**config.mk**
```make
export PLATFORM = sky130hd
export DESIGN_NAME = s7commplus_header_detector
export DESIGN_NICKNAME = d
export VERILOG_FILES = /design/src/rtl/s7ch_pkg.sv /design/src/rtl/s7ch_walker.sv /design/src/rtl/s7commplus_header_detector.sv
export SDC_FILE = /design/constraint.sdc
export NUM_CORES = 1
export LEC_CHECK = 0
export BUFFER_PORTS_ARGS = -buffer_cell sky130_fd_sc_hd__buf_2
export CORE_ASPECT_RATIO = 0.6
export CORE_MARGIN = 2
export CORE_UTILIZATION = 45
export CTS_CLUSTER_SIZE = 24
export DETAILED_ROUTE_END_ITERATION = 16
export RECOVER_POWER = 25
export SLEW_MARGIN = 20
export SYNTH_ARGS = -nofsm -noshare
export SYNTH_HDL_FRONTEND = slang
export SYNTH_SLANG_ARGS = --single-unit
```
**constraint.sdc**
```tcl
create_clock -name clk_i -period 2.9 [get_ports clk_i]
set_clock_uncertainty 0.1 [all_clocks]
set_input_delay 0.145 -clock clk_i [delete_from_list [all_inputs] [get_ports clk_i]]
set_output_delay 0.145 -clock clk_i [all_outputs]
set_load 0.05 [all_outputs]
```
**src/rtl/s7ch_pkg.sv**
```systemverilog
`timescale 1ns / 1ps
// ----------------------------------------------------------------------------
// S7comm+ header detector package
// Shared types, header constants and the function code lookup.
// ----------------------------------------------------------------------------
package s7ch_pkg;

  // Header byte positions, followed by the two decided positions.
  typedef enum logic [4:0] {
    POS_TPKT_VER    = 5'd0,
    POS_TPKT_RSV    = 5'd1,
    POS_TPKT_LEN_HI = 5'd2,
    POS_TPKT_LEN_LO = 5'd3,
    POS_COTP_LEN    = 5'd4,
    POS_COTP_PDU    = 5'd5,
    POS_COTP_TPDU   = 5'd6,
    POS_PROTO_ID    = 5'd7,
    POS_PDU_TYPE    = 5'd8,
    POS_DLEN_HI     = 5'd9,
    POS_DLEN_LO     = 5'd10,
    POS_OPCODE      = 5'd11,
    POS_RSV_HI      = 5'd12,
    POS_RSV_LO      = 5'd13,
    POS_FUNC_HI     = 5'd14,
    POS_FUNC_LO     = 5'd15,
    POS_MATCH       = 5'd16,
    POS_NOMATCH     = 5'd17
  } pos_e;

  // Verdict codes reported for every byte.
  typedef enum logic [1:0] {
    V_PENDING = 2'd0,
    V_MATCH   = 2'd1,
    V_NOMATCH = 2'd2,
    V_SKIP    = 2'd3
  } verdict_e;

  // One input beat as held in the input register.
  typedef struct packed {
    logic [7:0] payload;
    logic       last;
  } beat_t;

  // Fixed header field values.
  localparam logic [3:0] CotpPduNibble = 4'hF;
  localparam logic [7:0] ProtoId       = 8'h72;
  localparam logic [7:0] PduTypeA      = 8'h01;
  localparam logic [7:0] PduTypeB      = 8'h02;
  localparam logic [7:0] PduTypeC      = 8'h03;
  localparam logic [7:0] PduTypeD      = 8'hFF;
  localparam logic [7:0] OpcodeA       = 8'h31;
  localparam logic [7:0] OpcodeB       = 8'h32;
  localparam logic [7:0] OpcodeC       = 8'h33;
  localparam logic [7:0] OpcodeD       = 8'h02;

  // Known function codes.
  localparam int NumKnown = 11;
  localparam logic [15:0] KnownFunctions [NumKnown] = '{
    16'h04BB, 16'h04CA, 16'h04D4, 16'h04F2, 16'h0524, 16'h0542,
    16'h054C, 16'h0556, 16'h0560, 16'h056B, 16'h0586
  };

  // True when the code is one of the known function codes.
  function automatic logic function_known(input logic [15:0] code);
    logic hit;
    hit = 1'b0;
    for (int i = 0; i < NumKnown; i++) begin
      hit = hit | (code == KnownFunctions[i]);
    end
    return hit;
  endfunction

endpackage

```
**src/rtl/s7ch_walker.sv**
```systemverilog
`timescale 1ns / 1ps
// ----------------------------------------------------------------------------
// S7comm+ header walker
// Holds the parse position, the function code high byte and the skip flag,
// and produces the verdict for the beat that steps it.
// ----------------------------------------------------------------------------
module s7ch_walker (
  input  logic               clk_i,
  input  logic               rst_ni,
  input  logic               step_i,
  input  s7ch_pkg::beat_t    beat_i,
  output s7ch_pkg::verdict_e verdict_o
);

  s7ch_pkg::pos_e pos_q, pos_d;
  logic [7:0]     func_high_q, func_high_d;
  logic           skip_q, skip_d;
  logic [7:0]     b;

  assign b = beat_i.payload;

  // Next state and verdict for the current beat.
  always_comb begin
    pos_d       = pos_q;
    func_high_d = func_high_q;
    skip_d      = skip_q;
    verdict_o   = s7ch_pkg::V_PENDING;
    if (skip_q) begin
      verdict_o = s7ch_pkg::V_SKIP;
      if (beat_i.last) begin
        skip_d = 1'b0;
      end
    end else begin
      unique case (pos_q)
        s7ch_pkg::POS_MATCH: begin
          verdict_o = s7ch_pkg::V_MATCH;
          pos_d     = s7ch_pkg::POS_TPKT_VER;
          skip_d    = !beat_i.last;
        end
        s7ch_pkg::POS_NOMATCH: begin
          verdict_o = s7ch_pkg::V_NOMATCH;
          pos_d     = s7ch_pkg::POS_TPKT_VER;
          skip_d    = !beat_i.last;
        end
        s7ch_pkg::POS_COTP_PDU: begin
          pos_d = (b[7:4] == s7ch_pkg::CotpPduNibble) ? s7ch_pkg::POS_COTP_TPDU
                                                      : s7ch_pkg::POS_NOMATCH;
        end
        s7ch_pkg::POS_PROTO_ID: begin
          pos_d = (b == s7ch_pkg::ProtoId) ? s7ch_pkg::POS_PDU_TYPE
                                           : s7ch_pkg::POS_NOMATCH;
        end
        s7ch_pkg::POS_PDU_TYPE: begin
          pos_d = (b == s7ch_pkg::PduTypeA || b == s7ch_pkg::PduTypeB ||
                   b == s7ch_pkg::PduTypeC || b == s7ch_pkg::PduTypeD)
                  ? s7ch_pkg::POS_DLEN_HI : s7ch_pkg::POS_NOMATCH;
        end
        s7ch_pkg::POS_OPCODE: begin
          pos_d = (b == s7ch_pkg::OpcodeA || b == s7ch_pkg::OpcodeB ||
                   b == s7ch_pkg::OpcodeC || b == s7ch_pkg::OpcodeD)
                  ? s7ch_pkg::POS_RSV_HI : s7ch_pkg::POS_NOMATCH;
        end
        s7ch_pkg::POS_FUNC_HI: begin
          func_high_d = b;
          pos_d       = s7ch_pkg::POS_FUNC_LO;
        end
        s7ch_pkg::POS_FUNC_LO: begin
          pos_d = s7ch_pkg::function_known({func_high_q, b}) ? s7ch_pkg::POS_MATCH
                                                             : s7ch_pkg::POS_NOMATCH;
        end
        default: begin
          // Codes past the decided positions fall back to no match.
          if (pos_q > s7ch_pkg::POS_NOMATCH) begin
            pos_d = s7ch_pkg::POS_NOMATCH;
          end else begin
            pos_d = s7ch_pkg::pos_e'(5'(pos_q + 5'd1));
          end
        end
      endcase
    end
  end

  // Walker state advances only on a stepping beat.
  always_ff @(posedge clk_i or negedge rst_ni) begin
    if (!rst_ni) begin
      pos_q       <= s7ch_pkg::POS_TPKT_VER;
      func_high_q <= 8'h00;
      skip_q      <= 1'b0;
    end else if (step_i) begin
      pos_q       <= pos_d;
      func_high_q <= func_high_d;
      skip_q      <= skip_d;
    end
  end

`ifndef ASSERT_OFF
  // While skipping, the parser always waits at the start of a header.
  assert property (@(posedge clk_i) disable iff (!rst_ni)
    skip_q |-> pos_q == s7ch_pkg::POS_TPKT_VER)
    else $error("skip flag set away from header start");

  // A reported verdict returns the parser to the start.
  assert property (@(posedge clk_i) disable iff (!rst_ni)
    step_i && !skip_q && (pos_q == s7ch_pkg::POS_MATCH || pos_q == s7ch_pkg::POS_NOMATCH)
    |=> pos_q == s7ch_pkg::POS_TPKT_VER)
    else $error("parser did not restart after verdict");

  // The function code high byte is captured from its beat.
  assert property (@(posedge clk_i) disable iff (!rst_ni)
    step_i && !skip_q && pos_q == s7ch_pkg::POS_FUNC_HI
    |=> func_high_q == $past(beat_i.payload) && pos_q == s7ch_pkg::POS_FUNC_LO)
    else $error("function code high byte not captured");

  // A skipped beat that ends its buffer clears the skip flag.
  assert property (@(posedge clk_i) disable iff (!rst_ni)
    step_i && skip_q && beat_i.last |=> !skip_q)
    else $error("skip flag survived buffer end");
`endif

endmodule

```
**src/rtl/s7commplus_header_detector.sv**
```systemverilog
`timescale 1ns / 1ps
// ----------------------------------------------------------------------------
// S7comm+ header detector
// Walks TPKT/COTP/S7comm+ headers in a byte stream and reports one verdict
// per byte: pending, match, no match or skipped.
// ----------------------------------------------------------------------------
//  Channel  Direction  Handshake               Payload
//  in       input      in_valid_i / in_stall_o payload_byte_i, buffer_end_i
//  out      output     out_valid_o/out_stall_i verdict_o
//
//  One byte is accepted per cycle while in_stall_o is low; its verdict is
//  written to the verdict register when the byte leaves the input register.
//  The combinational header walker lies between the input register and the
//  verdict register.
//  Reset returns the parser to the TPKT version byte and empties both stages.
//  A stalled output holds its verdict; input stalls only when both stages
//  are full and the output is stalled.
// ----------------------------------------------------------------------------
module s7commplus_header_detector (
  input  logic       clk_i,
  input  logic       rst_ni,
  input  logic       in_valid_i,
  output logic       in_stall_o,
  input  logic [7:0] payload_byte_i,
  input  logic       buffer_end_i,
  output logic       out_valid_o,
  input  logic       out_stall_i,
  output logic [1:0] verdict_o
);

  logic               in_valid_q;
  s7ch_pkg::beat_t    beat_q;
  logic               out_valid_q;
  s7ch_pkg::verdict_e verdict_q;
  s7ch_pkg::verdict_e verdict_d;
  logic               advance;
  logic               in_accept;

  // A held beat moves on when the verdict register is free or draining.
  assign advance    = in_valid_q && (!out_valid_q || !out_stall_i);
  assign in_stall_o = in_valid_q && !advance;
  assign in_accept  = in_valid_i && !in_stall_o;

  // Input register.
  always_ff @(posedge clk_i or negedge rst_ni) begin
    if (!rst_ni) begin
      in_valid_q <= 1'b0;
    end else begin
      in_valid_q <= in_accept || (in_valid_q && !advance);
    end
  end

  always_ff @(posedge clk_i) begin
    if (in_accept) begin
      beat_q.payload <= payload_byte_i;
      beat_q.last    <= buffer_end_i;
    end
  end

  s7ch_walker u_walker (
    .clk_i     (clk_i),
    .rst_ni    (rst_ni),
    .step_i    (advance),
    .beat_i    (beat_q),
    .verdict_o (verdict_d)
  );

  // Verdict register.
  always_ff @(posedge clk_i or negedge rst_ni) begin
    if (!rst_ni) begin
      out_valid_q <= 1'b0;
    end else if (advance) begin
      out_valid_q <= 1'b1;
    end else if (!out_stall_i) begin
      out_valid_q <= 1'b0;
    end
  end

  always_ff @(posedge clk_i) begin
    if (advance) begin
      verdict_q <= verdict_d;
    end
  end

  assign out_valid_o = out_valid_q;
  assign verdict_o   = 2'(verdict_q);

`ifndef ASSERT_OFF
  // A held beat that cannot move stays in the input register.
  assert property (@(posedge clk_i) disable iff (!rst_ni)
    in_valid_q && !advance |=> in_valid_q)
    else $error("input beat lost while blocked");

  // A beat moving on always fills the verdict register.
  assert property (@(posedge clk_i) disable iff (!rst_ni)
    advance |=> out_valid_q)
    else $error("verdict register not filled");

  // A stalled verdict holds its value until it is taken.
  assert property (@(posedge clk_i) disable iff (!rst_ni)
    out_valid_q && out_stall_i |=> out_valid_q && $stable(verdict_q))
    else $error("stalled verdict changed");
`endif

endmodule

```
==> impl_metrics.toml, run 1 <==
[pwr]
clkPwrFrac_pct = 16.6
pwr-share-seq_pct = 42.6
switching_power_w = 0.000582
power_density_mw_per_mm2 = 714
leakage_nw = 0.781
comb_power_share_pct = 40.7
intPower_w = 0.000796
swShare_pct = 42.2
max-vdd-ir-drop_mv = 0.391

[route]
drcViolationCount = 0
wl_per_cell_um = 16.9
drt-total-wl_mm = 3.97
postRouteAntennaNets = 0
viasPerCell = 6.04
detail_route.first_pass.iterations = 4
drt_iter0_drc = 200
num_vias = 1419

[yosys]
ys_types = 50
ys_ff_latch = 27
synth_edf_count = 11
seq_area_frac_synth_pct = 43.9
syn_area_mm2 = 0.00166
syn_area_per_cell_um2 = 10.1
ys.flop_type = "dfrtp_1"
yosysWarnings = 0
synth_nets = 182
syn_inst = 164
async_flop_share_pct = 59.3

[worst_setup_path]
cp_max_fo = 7
worstPathArrival_ns = 2.28
required_ns = 2.96
crit_type = "reg2reg"
cp-end-kind = "register"
slowest_delay_ns = 0.45
cpMaxStageDelayCell = "dfrtp_1"
startpoint_type = "register"
worstPathCellList = "ha_1, nand2_1, nor2_1, ha_1, nor2_1, o211ai_1, o311ai_0, o22ai_1"

[placement]
dp_hpwl_mm = 2.86
gp_congestion = 1.00
portBuffers = 16

[floorplan]
fp.dieH_um = 51.1
start_util_pct = 46.3
fp.dieW_um = 82.5
core_mm2 = 0.00359
row_count = 17
die_area_mm2 = 0.00421
num_io_pins = 17

[sta]
slew_headroom_pct = 38.5
drv_slew = 0
period_minus_slack_ns = 2.22
rsz0062_at_grt = "false"
fmax_mhz = 451
timing.final.crit_share_pct = 76.5
hold_slack_ns = 0.00907
setup_viol = 0
tns_ns = 0
max_slew.worst_pin.slew_ns = 0.923
hold_violations = 0

[clock_network]
htree_levels = 1
cts_tree = "built"
clock-sinks = 27
root_buffer = "clkbuf_8"
clk_latency_ns = 0.28
cts_buffer_depth = 2
clk_pin_slew_ns = 0.10
numCtsBuffers = 3

[finish]
diodes = 0
drive_above_1_share_pct = 19.1
area_delta_synth_final_pct = 16.0
final_nets = 207

[flow_run]
cap_viol_max_count = 0

[global_route]
antenna_found_initial = 0
grt_max_degree = 17
grt_remaining_overflow = 0
grt_pass1_wl_mm = 6.59
first_global_vias = 1370
track_usage_pct = 21.0

[status]
status = "completed"

[min_path]
hold_class = "in2reg"
timing repair:
| item | in CTS | in global routing |
|---|---|---|
| buffers inserted | 0 | 0 |
| resized for setup | 0 | 0 |
| endpoints found under the hold margin | 26 | 0 |
| hold buffers | 11 | 0 |
worst max-delay path: cells and delay by family (launching register included):
family | cells | cell delay (ns)
flops | 1 | 0.45
compound gates | 3 | 0.64
fa+ha+maj | 2 | 0.54
simple gates | 3 | 0.36
cells in the mapped netlist (2+ instances only):
| cell | instances | area share, % |
|---|---|---|
| o22ai_1 | 3 | 1.1 |
| nor2b_1 | 4 | 1.5 |
| and2_1 | 2 | 0.75 |
| a21oi_1 | 3 | 0.90 |
| o211ai_1 | 3 | 1.4 |
| clkbuf_1 | 4 | 0.90 |
| a211o_1 | 2 | 1.1 |
| and3_1 | 2 | 0.75 |
| nand2b_1 | 7 | 2.6 |
| inv_1 | 8 | 1.8 |
| o2111ai_1 | 2 | 1.1 |
| nor3_1 | 4 | 1.2 |
| nand4bb_1 | 3 | 2.0 |
| ha_1 | 5 | 3.8 |
| mux2_2 | 8 | 5.4 |
| nand4_1 | 3 | 1.1 |
| nor2_1 | 10 | 2.3 |
| nand3_1 | 9 | 2.7 |
| nand2_1 | 9 | 2.0 |
| nor4_1 | 5 | 1.9 |
| mux2i_1 | 3 | 1.8 |
| edfxtp_1 | 11 | 20 |
| a211oi_1 | 2 | 0.90 |
| o21ai_0 | 3 | 0.90 |
| buf_2 | 3 | 0.90 |
| o311ai_1 | 2 | 1.1 |
| nor4bb_1 | 2 | 1.2 |
| dfrtp_1 | 16 | 24 |
| a21o_1 | 3 | 1.4 |
| o31ai_1 | 3 | 1.4 |
area by class of cell:
class                   instances  area, um2
fillers                       313       1670
multi-input cells             120        861
flip-flops and latches         27        731
repair buffers                 28        196
well taps                      47       58.8
clock buffers                   3       41.3
inverters                       9       33.8
clock inverters                 1       7.51
path summary, 6_finish.rpt:
check	from	endpoint	slack (ns)	depth (start not counted)
worst max-delay path	u_walker.pos_q[0]	u_walker.pos_q[0]	0.68	8
worst min-delay path	out_stall_i	out_valid_o	0.009	2
worst max register to register	u_walker.pos_q[0]	u_walker.pos_q[0]	0.68	8
worst min register to register	beat_q[0]	u_walker.skip_q	0.33	1
max in group asynchronous	rst_ni	u_walker.pos_q[3]	1.74	2
min in group asynchronous	rst_ni	u_walker.pos_q[2]	0.40	2
logic make-up (layout without fill, tap and decap cells):
family	after synthesis	count (layout)	share of synthesized area, %
multiplexers	11	11	7.22
buffers and inverters	17	41	4.29
AND/OR/NAND/NOR	69	69	24.8
flip-flops	27	27	43.9
AO/OA/AOI/OAI	35	35	16.0
adder cells (fa/ha/maj)	5	5	3.76
through the flow:
step / total power (W) / utilization [%] / instance area, um2 / worst slack (ns) / cells
after floorplan: 0.000979 / - / 1660 / 0.983 / 164
after global placement: 0.00112 / 49.3 / 1770 / 0.723 / 220
after detailed placement: 0.00112 / 49.3 / 1770 / 0.731 / 220
after CTS: 0.00137 / 53.7 / 1930 / 0.694 / 235
after global routing: 0.00147 / 53.7 / 1930 / 0.528 / 235
final: 0.00138 / 53.7 / 1930 / 0.681 / 235
power groups by stage:
stage	Clock, W	Combinational [W]	Sequential [W]
3_3_place_gp	0	0.000532	0.000587
3_5_place_dp	0	0.000534	0.000590
5_1_grt	0.000248	0.000615	0.000602
2_1_floorplan	0	0.000419	0.000560
4_1_cts	0.000229	0.000551	0.000584
6_report	0.000229	0.000561	0.000588
placed cells by master, fill, tap and decap left out, types with 2 or more instances in the layout:
cell           instances
nor4_1                 5
a211o_1                2
a21oi_1                3
a21o_1                 3
o21ai_0                3
nor2_1                10
mux2_2                 8
o211ai_1               3
and3_1                 2
nand2b_1               7
buf_2                 15
dfrtp_1               16
ha_1                   5
o22ai_1                3
mux2i_1                3
o31ai_1                3
and2_1                 2
nor3_1                 4
o2111ai_1              2
nand4bb_1              3
nor4bb_1               2
edfxtp_1              11
clkbuf_8               3
nand4_1                3
dlygate4sd3_1         11
nand3_1                9
inv_1                  8
a211oi_1               2
nor2b_1                4
o311ai_1               2
nand2_1                9
per-layer routing:
| layer | up-vias | track usage (%) | wire length, um |
|---|---|---|---|
| met5 | - | 0 | 0 |
| met4 | 0 | 3.33 | 24 |
| met3 | 5 | 7.24 | 397 |
| met2 | 74 | 31.2 | 1680 |
| met1 | 661 | 30.0 | 1870 |
| li1 | 679 | - | - |
state kept, by name (all words and copies together) (netlist names):
name	cells
u_walker.pos_q	5
in_valid_q	1
beat_q	9
u_walker.skip_q	1
u_walker.func_high_q	8
verdict_o	2
out_valid_o	1
(Power assumes the default switching activity.)
==> inputs of run 2 (changes only) <==
- ABC_AREA: default -> 1
- clock period: 2.9 -> 2.29 ns (I/O delays scaled with it)
==> run 2 against run 1 <==
  * Via count grew 0.99%
  * First-iteration DRC count shrank 42%
  * Count of clock-buffer cells in the layout is the same
  * Area after synthesis shrank 3.3%
  * Sequential share of layout area grew 0.50 points
  * Die area shrank 3.1%
  * Power grew 32%
  * Largest cell class unchanged
  * Critical path depth grew 6
  * Register-to-register slack lost 0.40 ns
  * Routed wire length shrank 13%
  * Worst hold slack gained 0.31 ns
  * Non-clock buffer count is the same
==> impl_metrics.toml, run 2 <==
[clock_network]
post_cts_resized = 0
root_buffer = "clkbuf_8"
numCtsBuffers = 3
clk_latency_ns = 0.27
clk_pin_slew_ns = 0.09
htree_levels = 1
cts_tree = "built"
post_cts_buffers = 0
cts_buffer_depth = 2
clock-sinks = 27

[route]
drt-total-wl_mm = 3.44
drt_iter0_drc = 116
num_vias = 1433
viasPerCell = 4.89
postRouteAntennaNets = 0
wl_per_cell_um = 11.8
drcViolationCount = 0
detail_route.first_pass.iterations = 4

[worst_setup_path]
cp_max_fo = 7
reg2reg_depth = 14
crit_type = "reg2reg"
required_ns = 2.36
r2r_slack_ns = 0.29
reg2reg_to = "u_walker.pos_q[0]"
cp-end-kind = "register"
worstPathArrival_ns = 2.08
r2r_start = "u_walker.pos_q[0]"
startpoint_type = "register"

[global_route]
grt_pass1_wl_mm = 5.95
track_usage_pct = 20.0
first_global_vias = 1227
grt_max_degree = 17
grt.met1_usage_pct = 32.3
grt_remaining_overflow = 0
busiest_layer = "met1"
antenna_found_initial = 0
use_met3_pct = 5.22
grt.met2_usage_pct = 26.6

[yosys]
ys_types = 29
ys_ff_latch = 27
ys.flop_type = "dfrtp_1"
yosys.area.top_type = "dfrtp_1"
seq_area_frac_synth_pct = 45.4
synthTopCellsByArea = "dfrtp_1, edfxtp_1, nand2_1"
async_flop_share_pct = 59.3
synth_nets = 235
synth_top_area_share_pct = 24.9
syn_area_per_cell_um2 = 7.41
yosysMostFrequentCell = "nand2_1"
yosysWarnings = 0
syn_inst = 217
synth_common_cells = "nand2_1, inv_1, nor2_1, dfrtp_1, o21ai_0"
syn_area_mm2 = 0.00161
synth_edf_count = 11

[finish]
regMostFlops = "beat_q"
layout_common_cells = "nand2_1, inv_1, nor2_1"
largest_reg_flops = 9
reg.largest.list = "beat_q: 9 flops, u_walker.func_high_q: 8 flops, u_walker.pos_q: 5 flops"
layout_commonest_cell = "nand2_1"
final_nets = 267
diodes = 0
fin_area_mm2 = 0.00190
drive_above_1_share_pct = 10.5
area_delta_synth_final_pct = 18.4
stdcell_count = 293

[floorplan]
core_mm2 = 0.00334
num_io_pins = 17
start_util_pct = 48.1
fp.dieW_um = 81.2
fp.dieH_um = 50.3
die_area_mm2 = 0.00408
row_count = 16

[min_path]
hold_start = "beat_q[0]"
hold_depth = 1
hold_end = "u_walker.skip_q"
hold_class = "reg2reg"

[placement]
gp_congestion = 0.972
dp_hpwl_mm = 2.66
preCtsSetupSlack_ns = 0.320
placed_area_mm2 = 0.00174
portBuffers = 16
placedCellCount = 277

[flow_run]
cap_viol_max_count = 0

[sta]
period_minus_slack_ns = 2.00
fin_ws_ns = 0.286
drv_slew = 0
max_slew.worst_pin.slew_ns = 0.923
rsz0062_at_grt = "false"
slew_headroom_pct = 38.5
tns_ns = 0
fmax_mhz = 499
timing.final.crit_share_pct = 87.5
setup_viol = 0
hold_violations = 0

[pwr]
max-vdd-ir-drop_mv = 0.383
swShare_pct = 42.3
switching_power_w = 0.000767
leakage_nw = 0.991
intPower_w = 0.00105
comb_power_share_pct = 42.0
pwr-share-seq_pct = 42.9
clkPwrFrac_pct = 15.0
power_density_mw_per_mm2 = 952

[status]
status = "completed"
## run 2: cell types whose count changed in the layout (fill, tap and decap cells not counted), sizes merged, moves of 4 or more
cell	before	now
o21ai	3	15
mux2	8	1
inv	9	35
nor2	11	31
nand2b	7	0
nor2b	4	0
nor4	6	1
nand2	9	68
## run 2: cells by family after synthesis
| kind of cell | synth area share [%] |
|---|---|
| xor gates and xnor gates | 0.545 |
| AOI/OAI and AO/OA | 9.50 |
| and+or+nand+nor | 31.4 |
| adders and majority gates | 3.89 |
| DFF | 45.4 |
| buffers and inverters | 8.48 |
| muxes | 0.700 |
## run 2: power by group through the flow
| stage | Combinational, W | Sequential, W | Clock (W) |
|---|---|---|---|
| after global routing | 0.000883 | 0.000805 | 0.000313 |
| after global placement | 0.000745 | 0.000778 | 0 |
| after CTS | 0.000758 | 0.000776 | 0.000282 |
| final | 0.000762 | 0.000778 | 0.000273 |
| after floorplan | 0.000556 | 0.000790 | 0 |
| after detailed placement | 0.000739 | 0.000786 | 0 |
## run 2: critical path: stages, from the launching register on
cell and delay [ns]:
dfrtp_1 0.45, ha_1 0.26, inv_1 0.11, nor3_1 0.06, ha_1 0.18, inv_1 0.09, o21ai_0 0.08, nor2_1 0.08
nand2_1 0.09, nor2_2 0.16, nand2_1 0.07, nand2_1 0.06, inv_1 0.04, nand2_1 0.05, nand2_1 0.04
## run 2: through the flow
step	hold WS [ns]	power, W	util (%)
final	0.322	0.00181	57.0
after global routing	0.355	0.00200	57.0
after CTS	0.203	0.00182	57.0
after detailed placement	-0.0296	0.00152	52.0
after global placement	-0.0404	0.00152	52.0
after floorplan	-0.281	0.00135	-
## run 2: worst max path at each step
stage	startpoint	to	slack [ns]	depth (start not counted)
4_1_cts	u_walker.pos_q[0]	u_walker.pos_q[2]	0.29	11
6_report	u_walker.pos_q[0]	u_walker.pos_q[0]	0.29	14
3_5_place_dp	u_walker.pos_q[0]	u_walker.pos_q[2]	0.32	11
2_1_floorplan	out_valid_o	in_valid_q	0.43	3
3_3_place_gp	u_walker.pos_q[0]	u_walker.pos_q[0]	0.36	14
5_1_grt	u_walker.pos_q[0]	u_walker.pos_q[0]	0.10	14
## run 2: cell type report
cell class                      count  area [um2]
Fill cell                         313        1440
Multi-Input combinational cell    154         741
Sequential cell                    27         731
Timing Repair Buffer               28         199
Inverter                           35         131
Tap cell                           45        56.3
Clock buffer                        3        41.3
Clock inverter                      1        5.00
## run 2: layer usage
metal  vias up  share of wire (%)
li1        753                  -
met5         -                  0
met3         2                7.6
met4         0               0.55
met2        50                 38
met1       628                 53
## run 2: timing repair
| action | 4_1_cts | 5_1_grt |
|---|---|---|
| endpoints found under the hold margin | 27 | 0 |
| setup endpoints to repair | 0 | 0 |
| hold buffers | 12 | 0 |
